[src/hdl/assert_macros.svh]
// Assertion macros shared by the RTL files of the ack collection table.
// Every macro samples on clk_i and is disabled while rst_ni is low.
`ifndef ASSERT_MACROS_SVH
`define ASSERT_MACROS_SVH

// Check that a property holds at every rising clock edge.
`define ASSERT_CLK(lbl, prop, msg) \
  lbl: assert property (@(posedge clk_i) disable iff (!rst_ni) (prop)) else $error(msg);

// Check that a condition never holds at a rising clock edge.
`define ASSERT_NEVER(lbl, cond, msg) \
  lbl: assert property (@(posedge clk_i) disable iff (!rst_ni) !(cond)) else $error(msg);

`endif

[src/hdl/act_pkg.sv]
// Package of the ack collection table: sizes, codes and shared structs.
// No dependencies; act_ctl and ack_collection_table import it.
package act_pkg;

  localparam int TableSlots = 16;
  localparam int Devices    = 4;

  localparam int SlotW   = $clog2(TableSlots);
  localparam int DevIdxW = (Devices > 1) ? $clog2(Devices) : 1;
  localparam int IssMax  = (TableSlots > Devices) ? TableSlots : Devices;
  localparam int IssW    = $clog2(IssMax + 1);

  localparam int IdW   = 16;
  localparam int PidW  = 22;
  localparam int TsW   = 32;
  localparam int CntW  = 5;
  localparam int DatW  = 2 * PidW + TsW;

  localparam int InDataW  = 96;
  localparam int OutDataW = 104;

  localparam logic [1:0] ActWrite = 2'd0;
  localparam logic [1:0] ActQuery = 2'd1;
  localparam logic [1:0] ActSweep = 2'd2;

  localparam logic [1:0] KindWrite  = 2'd0;
  localparam logic [1:0] KindQuery  = 2'd1;
  localparam logic [1:0] KindGather = 2'd2;
  localparam logic [1:0] KindEnd    = 2'd3;

  typedef struct packed {
    logic [1:0]      kind;
    logic            write_ok;
    logic [CntW-1:0] id_count;
    logic            pair_present;
    logic [IdW-1:0]  group_id;
    logic [PidW-1:0] sender;
    logic [PidW-1:0] receiver;
    logic [TsW-1:0]  timestamp;
    logic            group_last;
    logic            last;
  } res_t;

  typedef struct packed {
    logic             id_we;
    logic             dat_we;
    logic [SlotW-1:0] waddr;
    logic [SlotW-1:0] raddr;
    logic [IdW-1:0]   id_wdata;
    logic [DatW-1:0]  dat_wdata;
  } mem_req_t;

endpackage

[src/hdl/act_ram.sv]
// Generic single-port-write, single-port-read RAM with registered read data.
// No dependencies.
module act_ram #(
  parameter int Width = 8,
  parameter int Depth = 16
) (
  input  logic                     clk_i,
  input  logic                     we_i,
  input  logic [$clog2(Depth)-1:0] waddr_i,
  input  logic [Width-1:0]         wdata_i,
  input  logic [$clog2(Depth)-1:0] raddr_i,
  output logic [Width-1:0]         rdata_o
);

  logic [Width-1:0] mem_q [Depth];

  always_ff @(posedge clk_i) begin
    if (we_i) begin
      mem_q[waddr_i] <= wdata_i;
    end
    rdata_o <= mem_q[raddr_i];
  end

endmodule

[src/hdl/act_ctl.sv]
// Sequencer of the ack collection table: scans, gathers and frees slots.
// Depends on act_pkg and assert_macros.svh; drives the two table RAMs.
`include "assert_macros.svh"
module act_ctl (
  input  logic                   clk_i,
  input  logic                   rst_ni,
  input  logic                   in_valid_i,
  output logic                   in_ready_o,
  input  logic [1:0]             in_action_i,
  input  logic [act_pkg::IdW-1:0]  in_id_i,
  input  logic [act_pkg::PidW-1:0] in_snd_i,
  input  logic [act_pkg::PidW-1:0] in_rcv_i,
  input  logic [act_pkg::TsW-1:0]  in_ts_i,
  output act_pkg::mem_req_t      mem_o,
  input  logic [act_pkg::IdW-1:0]  id_rdata_i,
  input  logic [act_pkg::DatW-1:0] dat_rdata_i,
  input  logic                   out_free_i,
  output logic                   push_o,
  output act_pkg::res_t          res_o
);
  import act_pkg::*;

  localparam logic [3:0] SIdle   = 4'd0;
  localparam logic [3:0] SWScan  = 4'd1;
  localparam logic [3:0] SWStore = 4'd2;
  localparam logic [3:0] SQScan  = 4'd3;
  localparam logic [3:0] SQDone  = 4'd4;
  localparam logic [3:0] SGet    = 4'd5;
  localparam logic [3:0] SGChk   = 4'd6;
  localparam logic [3:0] SGScan  = 4'd7;
  localparam logic [3:0] SSel    = 4'd8;
  localparam logic [3:0] SEmit   = 4'd9;
  localparam logic [3:0] SEnd    = 4'd10;

  logic [3:0]            state_q, state_d;
  logic [IssW-1:0]       iss_q, iss_d;
  logic                  chk_vld_q, chk_vld_d;
  logic [IssW-1:0]       chk_idx_q, chk_idx_d;
  logic [SlotW-1:0]      rd_addr_q;
  logic [TableSlots-1:0] vld_q, vld_d;
  logic [IdW-1:0]        id_q, id_d;
  logic [PidW-1:0]       snd_q, snd_d, rcv_q, rcv_d;
  logic [TsW-1:0]        ts_q, ts_d;
  logic                  free_fnd_q, free_fnd_d;
  logic [SlotW-1:0]      free_slot_q, free_slot_d;
  logic [CntW-1:0]       cnt_q, cnt_d;
  logic                  pair_q, pair_d;
  logic [SlotW-1:0]      cand_q, cand_d;
  logic                  prior_q, prior_d;
  logic [SlotW-1:0]      list_q [Devices];
  logic [SlotW-1:0]      list_d [Devices];
  logic [Devices-1:0]    rem_q, rem_d;
  logic                  best_vld_q, best_vld_d;
  logic [SlotW-1:0]      best_slot_q, best_slot_d;
  logic [DevIdxW-1:0]    best_k_q, best_k_d;
  logic [PidW-1:0]       best_snd_q, best_snd_d, best_rcv_q, best_rcv_d;
  logic [TsW-1:0]        best_ts_q, best_ts_d;
  logic [IssW-1:0]       emit_q, emit_d;

  logic [IdW-1:0]   id_eff;
  logic [PidW-1:0]  rd_snd, rd_rcv;
  logic [TsW-1:0]   rd_ts;
  logic             slot_iss_more, sel_iss_more;
  logic             cand_last;
  logic [DevIdxW-1:0] k_chk;

  assign id_eff  = vld_q[rd_addr_q] ? id_rdata_i : '0;
  assign rd_snd  = dat_rdata_i[DatW-1 -: PidW];
  assign rd_rcv  = dat_rdata_i[TsW +: PidW];
  assign rd_ts   = dat_rdata_i[TsW-1:0];
  assign slot_iss_more = iss_q < IssW'(TableSlots);
  assign sel_iss_more  = iss_q < IssW'(Devices);
  assign cand_last = cand_q == SlotW'(TableSlots - 1);
  assign k_chk = chk_idx_q[DevIdxW-1:0];
  assign in_ready_o = state_q == SIdle;

  always_comb begin
    state_d = state_q;   iss_d = iss_q;       chk_vld_d = 1'b0;
    chk_idx_d = chk_idx_q; vld_d = vld_q;     id_d = id_q;
    snd_d = snd_q;       rcv_d = rcv_q;       ts_d = ts_q;
    free_fnd_d = free_fnd_q; free_slot_d = free_slot_q;
    cnt_d = cnt_q;       pair_d = pair_q;     cand_d = cand_q;
    prior_d = prior_q;   list_d = list_q;     rem_d = rem_q;
    best_vld_d = best_vld_q; best_slot_d = best_slot_q; best_k_d = best_k_q;
    best_snd_d = best_snd_q; best_rcv_d = best_rcv_q; best_ts_d = best_ts_q;
    emit_d = emit_q;
    mem_o = '0;
    push_o = 1'b0;
    res_o = '0;

    // Slot scans issue one read per cycle and check its data in the following cycle.
    if (state_q == SWScan || state_q == SQScan || state_q == SGScan) begin
      if (slot_iss_more) begin
        mem_o.raddr = iss_q[SlotW-1:0];
        chk_vld_d   = 1'b1;
        iss_d       = iss_q + 1'b1;
      end
    end

    unique case (state_q)
      SIdle: begin
        if (in_valid_i) begin
          id_d = in_id_i; snd_d = in_snd_i; rcv_d = in_rcv_i; ts_d = in_ts_i;
          iss_d = '0; cnt_d = '0; pair_d = 1'b0; free_fnd_d = 1'b0;
          cand_d = '0;
          unique case (in_action_i)
            ActWrite: state_d = SWScan;
            ActQuery: state_d = SQScan;
            ActSweep: state_d = SGet;
            default:  state_d = SIdle;
          endcase
        end
      end
      SWScan: begin
        if (chk_vld_q && id_eff == '0 && !free_fnd_q) begin
          free_fnd_d  = 1'b1;
          free_slot_d = rd_addr_q;
        end
        if (!slot_iss_more && !chk_vld_q) state_d = SWStore;
      end
      SWStore: begin
        if (out_free_i) begin
          if (free_fnd_q) begin
            mem_o.id_we     = 1'b1;
            mem_o.dat_we    = 1'b1;
            mem_o.waddr     = free_slot_q;
            mem_o.id_wdata  = id_q;
            mem_o.dat_wdata = {snd_q, rcv_q, ts_q};
            vld_d[free_slot_q] = 1'b1;
          end
          push_o         = 1'b1;
          res_o.kind     = KindWrite;
          res_o.write_ok = free_fnd_q;
          res_o.last     = 1'b1;
          state_d        = SIdle;
        end
      end
      SQScan: begin
        if (chk_vld_q && id_eff == id_q) begin
          if (cnt_q != '1) cnt_d = cnt_q + 1'b1;
          if (id_q != '0 && rd_rcv == rcv_q) pair_d = 1'b1;
        end
        if (!slot_iss_more && !chk_vld_q) state_d = SQDone;
      end
      SQDone: begin
        if (out_free_i) begin
          push_o             = 1'b1;
          res_o.kind         = KindQuery;
          res_o.id_count     = cnt_q;
          res_o.pair_present = pair_q;
          res_o.last         = 1'b1;
          state_d            = SIdle;
        end
      end
      SGet: begin
        mem_o.raddr = cand_q;
        state_d     = SGChk;
      end
      SGChk: begin
        if (id_eff == '0) begin
          if (cand_last) state_d = SEnd;
          else begin
            cand_d  = cand_q + 1'b1;
            state_d = SGet;
          end
        end else begin
          id_d    = id_eff;
          iss_d   = '0;
          cnt_d   = '0;
          prior_d = 1'b0;
          state_d = SGScan;
        end
      end
      SGScan: begin
        if (chk_vld_q && id_eff == id_q) begin
          if (rd_addr_q < cand_q) prior_d = 1'b1;
          if (cnt_q < CntW'(Devices)) list_d[cnt_q[DevIdxW-1:0]] = rd_addr_q;
          if (cnt_q != '1) cnt_d = cnt_q + 1'b1;
        end
        if (!slot_iss_more && !chk_vld_q) begin
          if (!prior_q && cnt_q == CntW'(Devices)) begin
            iss_d      = '0;
            rem_d      = '1;
            best_vld_d = 1'b0;
            emit_d     = '0;
            state_d    = SSel;
          end else if (cand_last) begin
            state_d = SEnd;
          end else begin
            cand_d  = cand_q + 1'b1;
            state_d = SGet;
          end
        end
      end
      SSel: begin
        // Pick the newest remaining entry; strict compare keeps the lower slot.
        if (sel_iss_more) begin
          mem_o.raddr = list_q[iss_q[DevIdxW-1:0]];
          chk_vld_d   = 1'b1;
          chk_idx_d   = iss_q;
          iss_d       = iss_q + 1'b1;
        end
        if (chk_vld_q && rem_q[k_chk] && (!best_vld_q || rd_ts > best_ts_q)) begin
          best_vld_d  = 1'b1;
          best_slot_d = rd_addr_q;
          best_k_d    = k_chk;
          best_snd_d  = rd_snd;
          best_rcv_d  = rd_rcv;
          best_ts_d   = rd_ts;
        end
        if (!sel_iss_more && !chk_vld_q) state_d = SEmit;
      end
      SEmit: begin
        if (out_free_i) begin
          push_o            = 1'b1;
          res_o.kind        = KindGather;
          res_o.group_id    = id_q;
          res_o.sender      = best_snd_q;
          res_o.receiver    = best_rcv_q;
          res_o.timestamp   = best_ts_q;
          res_o.group_last  = emit_q == IssW'(Devices - 1);
          mem_o.id_we       = 1'b1;
          mem_o.waddr       = best_slot_q;
          rem_d[best_k_q]   = 1'b0;
          emit_d            = emit_q + 1'b1;
          iss_d             = '0;
          best_vld_d        = 1'b0;
          if (emit_q != IssW'(Devices - 1)) state_d = SSel;
          else if (cand_last) state_d = SEnd;
          else begin
            cand_d  = cand_q + 1'b1;
            state_d = SGet;
          end
        end
      end
      SEnd: begin
        if (out_free_i) begin
          push_o     = 1'b1;
          res_o.kind = KindEnd;
          res_o.last = 1'b1;
          state_d    = SIdle;
        end
      end
      default: state_d = SIdle;
    endcase
  end

  always_ff @(posedge clk_i or negedge rst_ni) begin
    if (!rst_ni) begin
      state_q    <= SIdle;
      iss_q      <= '0;
      chk_vld_q  <= 1'b0;
      vld_q      <= '0;
      best_vld_q <= 1'b0;
    end else begin
      state_q    <= state_d;
      iss_q      <= iss_d;
      chk_vld_q  <= chk_vld_d;
      vld_q      <= vld_d;
      best_vld_q <= best_vld_d;
    end
  end

  always_ff @(posedge clk_i) begin
    chk_idx_q   <= chk_idx_d;
    rd_addr_q   <= mem_o.raddr;
    id_q        <= id_d;
    snd_q       <= snd_d;
    rcv_q       <= rcv_d;
    ts_q        <= ts_d;
    free_fnd_q  <= free_fnd_d;
    free_slot_q <= free_slot_d;
    cnt_q       <= cnt_d;
    pair_q      <= pair_d;
    cand_q      <= cand_d;
    prior_q     <= prior_d;
    list_q      <= list_d;
    rem_q       <= rem_d;
    best_slot_q <= best_slot_d;
    best_k_q    <= best_k_d;
    best_snd_q  <= best_snd_d;
    best_rcv_q  <= best_rcv_d;
    best_ts_q   <= best_ts_d;
    emit_q      <= emit_d;
  end

  `ASSERT_CLK(a_push_room, push_o |-> out_free_i, "result pushed into a full output")
  `ASSERT_CLK(a_emit_best, (state_q == SEmit) |-> best_vld_q, "gather without a chosen entry")
  `ASSERT_NEVER(a_we_scan, (mem_o.id_we || mem_o.dat_we) && chk_vld_q,
                "table write while a read is in flight")

endmodule

[src/hdl/ack_collection_table.sv]
// Top level of the ack collection table: stream ports, table RAMs, result register.
// Depends on act_pkg, act_ram, act_ctl and assert_macros.svh.
//
// Table of TableSlots acks held in two RAMs with registered reads (ids, and
// sender/receiver/timestamp), with a valid bit per slot so the id table reads
// free after reset without a clearing pass. One input word is taken at a time.
// A write or query walks every slot through the id RAM read port, and the next
// word is taken only once the block is back in idle. A sweep visits each slot
// as a candidate (states SGet and SGChk), and a live candidate id costs another
// scan of every slot; a completed group adds Devices selection passes plus one
// emit per ack, and the end marker comes last. A sweep also stalls while a
// result waits on the sink.
// Results go to a one-word output register, so the table keeps
// working while a word waits downstream until it has the next result ready.
`include "assert_macros.svh"
module ack_collection_table (
  input  logic                         clk_i,
  input  logic                         rst_ni,
  input  logic                         s_axis_tvalid,
  output logic                         s_axis_tready,
  // msg_id[15:0], src_pid[37:16], dst_pid[59:38], timestamp[91:60]
  input  logic [act_pkg::InDataW-1:0]  s_axis_tdata,
  // action
  input  logic [1:0]                   s_axis_tuser,
  output logic                         m_axis_tvalid,
  input  logic                         m_axis_tready,
  // write_ok[0], id_count[5:1], pair_present[6], group_id[22:7],
  // out_sender[44:23], out_receiver[66:45], out_timestamp[98:67], group_last[99]
  output logic [act_pkg::OutDataW-1:0] m_axis_tdata,
  // result_kind
  output logic [1:0]                   m_axis_tuser,
  output logic                         m_axis_tlast
);
  import act_pkg::*;

  mem_req_t        mem;
  logic [IdW-1:0]  id_rdata;
  logic [DatW-1:0] dat_rdata;
  logic            out_free, push;
  res_t            res, res_q;
  logic            out_vld_q;

  // Free the output register when empty or when its word leaves this cycle.
  assign out_free = !out_vld_q || m_axis_tready;

  act_ram #(.Width(IdW), .Depth(TableSlots)) u_id_ram (
    .clk_i   (clk_i),
    .we_i    (mem.id_we),
    .waddr_i (mem.waddr),
    .wdata_i (mem.id_wdata),
    .raddr_i (mem.raddr),
    .rdata_o (id_rdata)
  );

  act_ram #(.Width(DatW), .Depth(TableSlots)) u_dat_ram (
    .clk_i   (clk_i),
    .we_i    (mem.dat_we),
    .waddr_i (mem.waddr),
    .wdata_i (mem.dat_wdata),
    .raddr_i (mem.raddr),
    .rdata_o (dat_rdata)
  );

  act_ctl u_ctl (
    .clk_i       (clk_i),
    .rst_ni      (rst_ni),
    .in_valid_i  (s_axis_tvalid),
    .in_ready_o  (s_axis_tready),
    .in_action_i (s_axis_tuser),
    .in_id_i     (s_axis_tdata[15:0]),
    .in_snd_i    (s_axis_tdata[37:16]),
    .in_rcv_i    (s_axis_tdata[59:38]),
    .in_ts_i     (s_axis_tdata[91:60]),
    .mem_o       (mem),
    .id_rdata_i  (id_rdata),
    .dat_rdata_i (dat_rdata),
    .out_free_i  (out_free),
    .push_o      (push),
    .res_o       (res)
  );

  // Hold the result word until the sink takes it; load a new one on push.
  always_ff @(posedge clk_i or negedge rst_ni) begin
    if (!rst_ni) begin
      out_vld_q <= 1'b0;
    end else if (push) begin
      out_vld_q <= 1'b1;
    end else if (m_axis_tready) begin
      out_vld_q <= 1'b0;
    end
  end

  always_ff @(posedge clk_i) begin
    if (push) begin
      res_q <= res;
    end
  end

  assign m_axis_tvalid = out_vld_q;
  assign m_axis_tuser  = res_q.kind;
  assign m_axis_tlast  = res_q.last;
  assign m_axis_tdata  = {4'b0, res_q.group_last, res_q.timestamp, res_q.receiver,
                          res_q.sender, res_q.group_id, res_q.pair_present,
                          res_q.id_count, res_q.write_ok};

  `ASSERT_CLK(a_busy_no_take, (s_axis_tready && out_vld_q && !m_axis_tready) |=> out_vld_q,
              "pending result word lost")
  `ASSERT_NEVER(a_push_on_full, push && out_vld_q && !m_axis_tready,
                "result pushed over a waiting word")

endmodule
[config.mk]
export PLATFORM = sky130hd
export DESIGN_NAME = ack_collection_table
export DESIGN_NICKNAME = d
export VERILOG_FILES = /design/src/hdl/act_pkg.sv /design/src/hdl/act_ram.sv /design/src/hdl/act_ctl.sv /design/src/hdl/ack_collection_table.sv
export VERILOG_INCLUDE_DIRS = /design/src /design/src/hdl
export SDC_FILE = /design/constraint.sdc
export NUM_CORES = 2
export LEC_CHECK = 0
export BUFFER_PORTS_ARGS = -buffer_cell sky130_fd_sc_hd__buf_2
export CAP_MARGIN = 40
export CORE_MARGIN = 5
export CORE_UTILIZATION = 28
export DETAILED_ROUTE_END_ITERATION = 7
export SLEW_MARGIN = 25
export SYNTH_ARGS = -nofsm -noshare
export SYNTH_HDL_FRONTEND = slang
export SYNTH_HIERARCHICAL = 1
export SYNTH_SLANG_ARGS = --single-unit
[constraint.sdc]
create_clock -name clk_i -period 18.7 [get_ports clk_i]
set_clock_uncertainty 0.1 [all_clocks]
set_input_delay 3.74 -clock clk_i [delete_from_list [all_inputs] [get_ports clk_i]]
set_output_delay 3.74 -clock clk_i [all_outputs]
set_load 0.01 [all_outputs]
==> flow_metrics.py <==
metrics = {
    "run_status": {
        "status": "completed",
    },
    "floorplan": {
        "rows": 186,
        "initial_utilization_pct": 28.16,
        "die_w_um": 518.3,
        "die-area_um2": 268600,
        "die_y_um": 518.3,
        "pin_count": 211,
        "coreArea_um2": 256900,
    },
    "route": {
        "drcViolationCount": 0,
        "top_layer": "met5",
        "wl_per_cell_um": 23.51,
        "ant_nets": 0,
        "wirelength_mm": 174.1,
        "met3_length_mm": 10.26,
        "dr_wl_met2_mm": 86.56,
        "dr.pass1.iters": 5,
        "wl_met1_mm": 73.58,
        "vias_per_cell": 4.739,
        "drt_iter0_markers": 3123,
        "vias": 35105,
    },
    "timing": {
        "fmax_mhz": 126.6,
        "maxSlewViolCount": 0,
        "final.period_utilization_pct": 42.24,
        "hold_viol": 0,
        "slew_headroom_pct": 39.07,
        "rsz0062_at_grt": "false",
        "fin_crit_ps": 7899,
        "worst_pin_slew_ps": 913.9,
        "final.setup.tns_ps": 0,
        "setup_viol": 0,
    },
    "cts": {
        "cts-root-buf": "clkbuf_16",
        "path_clk_slew_ps": 60,
        "cts.sink_count": 1916,
        "post-cts-setup-buffer-count": 0,
        "clock_path_buffers": 3,
        "insertion_delay_ps": 830,
        "cts_tree": "done",
        "cts_buffers": 189,
        "post_cts_resized": 0,
        "h-tree-depth": 4,
        "hold_buffers": 0,
    },
    "synthesis": {
        "synth_edf_count": 1792,
        "synth_most_common_cell": "edfxtp_1",
        "yosysTopAreaCell": "edfxtp_1",
        "synth_flop_cell": "edfxtp_1",
        "synth.area.top_cells": "edfxtp_1, mux4_2, dfxtp_1, a22oi_1, dfrtp_1",
        "synth-async-reset-ratio_pct": 1.461,
        "netlist_instances": 3516,
        "synth_area_um2": 72350,
        "ys_top_cells_by_count": "edfxtp_1, mux4_2, a22oi_1",
        "synth_top_area_share_pct": 74.38,
        "ys_ff_latch": 1916,
        "syn_avg_cell_area_um2": 20.58,
        "ys_warn_count": 6,
        "ys_seq_area_share_pct": 78.01,
        "synth.lib_cells_used.distinct": 72,
    },
    "place": {
        "port_buffers": 202,
        "dp_hpwl_mm": 102.9,
        "dpl-instance-area_um2": 78320,
        "gp_congestion": 0.7734,
    },
    "job": {
        "max_cap_viol_count": 0,
    },
    "critical_path": {
        "cp-end-kind": "flip-flop",
        "worstPathArrival_ps": 8230,
        "path_max_fanout": 42,
        "cp.required_ps": 19030,
        "start_kind": "input pin",
        "path_class": "input pin to flip-flop",
    },
    "grt": {
        "grt.total_usage_pct": 12.63,
        "grt_max_degree": 124,
        "antenna_found_initial": 23,
        "grt_pass1_wl_mm": 251.8,
        "gr-total-overflow": 0,
        "grt_pass1_vias": 36004,
    },
    "power": {
        "p_per_area_nw_per_um2": 138.7,
        "leakage_nw": 27.67,
        "power.total_mw": 11.77,
        "ir_drop_uv": 125.6,
    },
    "cells_and_area": {
        "area_growth_pct": 17.32,
        "final_nets": 4002,
        "drive_gt1_share_pct": 25.55,
        "fin_area_um2": 84870,
    },
    "worst_hold_path": {
        "hold_class": "flip-flop to flip-flop",
    },
}
[cell type report]
type,instances,area [um^2]
fill,24206,172100
sequential,1916,56430
multi-input combinational,1373,15070
clock buffer,248,5156
tap,3384,4234
timing repair buffer,319,2470
clock inverter,107,1289
inverter,56,210.2
antenna,4,10.01
[critical path, stage by stage]
cell and delay [ps]:
buf_2 80, nand2b_4 450, nand2_1 290, nor2_4 150, buf_4 300, buf_16 260
a22o_1 490, nand3_1 410, nor2_4 610, buf_16 240, buf_4 490, buf_4 630
[routing by layer]
layer | vias to the layer above | global-route usage (%)
li1 | 15069 | -
met1 | 18706 | 16.86
met2 | 1071 | 21.34
met3 | 247 | 2.402
met4 | 12 | 3.009
met5 | - | 0
[flip-flops by register name, indices dropped and copies added (netlist names), 22 cells and up]
name	flops
u_ctl/best_ts_q	32
u_dat_ram/rdata_o	76
u_ctl/ts_q	32
m_axis_tdata	100
u_ctl/snd_q	22
u_ctl/best_rcv_q	22
u_ctl/best_snd_q	22
u_dat_ram/mem_q	1216
u_ctl/rcv_q	22
u_id_ram/mem_q	256
[layout by cell type, fill, tap and decap left out, drive strengths merged, types with 9 or more instances in the layout]
cell type and instances:
a21o 24, a21oi 28, a22oi 190, and2 107, and3 98, buf 319
bufinv 21, clkbuf 248, clkinv 71, clkinvlp 9, dfrtp 28, dfxtp 96
edfxtp 1792, ha 45, inv 62, mux2i 12, mux4 373, nand2 162
nand2b 12, nand3 19, nand4 21, nor2 86, nor2b 16, nor3 26
nor4 11, o21ai 32, xnor2 16, xor2 17
[final timing paths]
check / slack, ps / cells past startpoint / end / from
worst min-delay path: 300 / 0 / u_ctl/best_snd_q[1] / u_dat_ram/rdata_o[55]
worst max-delay path: 10800 / 12 / u_dat_ram/mem_q[14][41] / m_axis_tready
worst max register to register: 13220 / 10 / u_dat_ram/mem_q[14][41] / u_ctl/state_q[0]
max in group asynchronous: 15160 / 1 / u_ctl/vld_q[15] / rst_ni
min in group asynchronous: 2860 / 1 / u_ctl/state_q[0] / rst_ni
worst min register to register: 300 / 0 / u_ctl/best_snd_q[1] / u_dat_ram/rdata_o[55]
[through the flow]
step           hold WS [ps]  utilization, %  cells  setup slack, ps
3_5_place_dp          290.4           30.48   7042            10000
5_1_grt               312.8           33.03   7403            10600
3_3_place_gp          288.2           30.18   7005             9522
2_1_floorplan         285.5               -   3519             7481
6_report              304.1           33.03   7407            10800
4_1_cts               305.1           32.99   7397            10840
[power by group]
part / switching, mW / internal (mW)
clock: 1.63 / 2.25
combinational: 1.42 / 1.07
sequential: 0.254 / 5.15
total: 3.31 / 8.47
[kinds of logic (layout without fill, tap and decap cells)]
kind of cell    after synthesis  after routing  synth area share, %
buf+inv                     230            730                1.553
compound gates              324            324                3.200
xor+xnor                     33             33               0.3995
mux                         386            386                11.85
fa+ha+maj                    45             45               0.7783
simple gates                581            581                4.213
flops                      1916           1916                78.01
other cells                   1              8             0.005183
No activity file was read; power rests on OpenSTA's default activity.
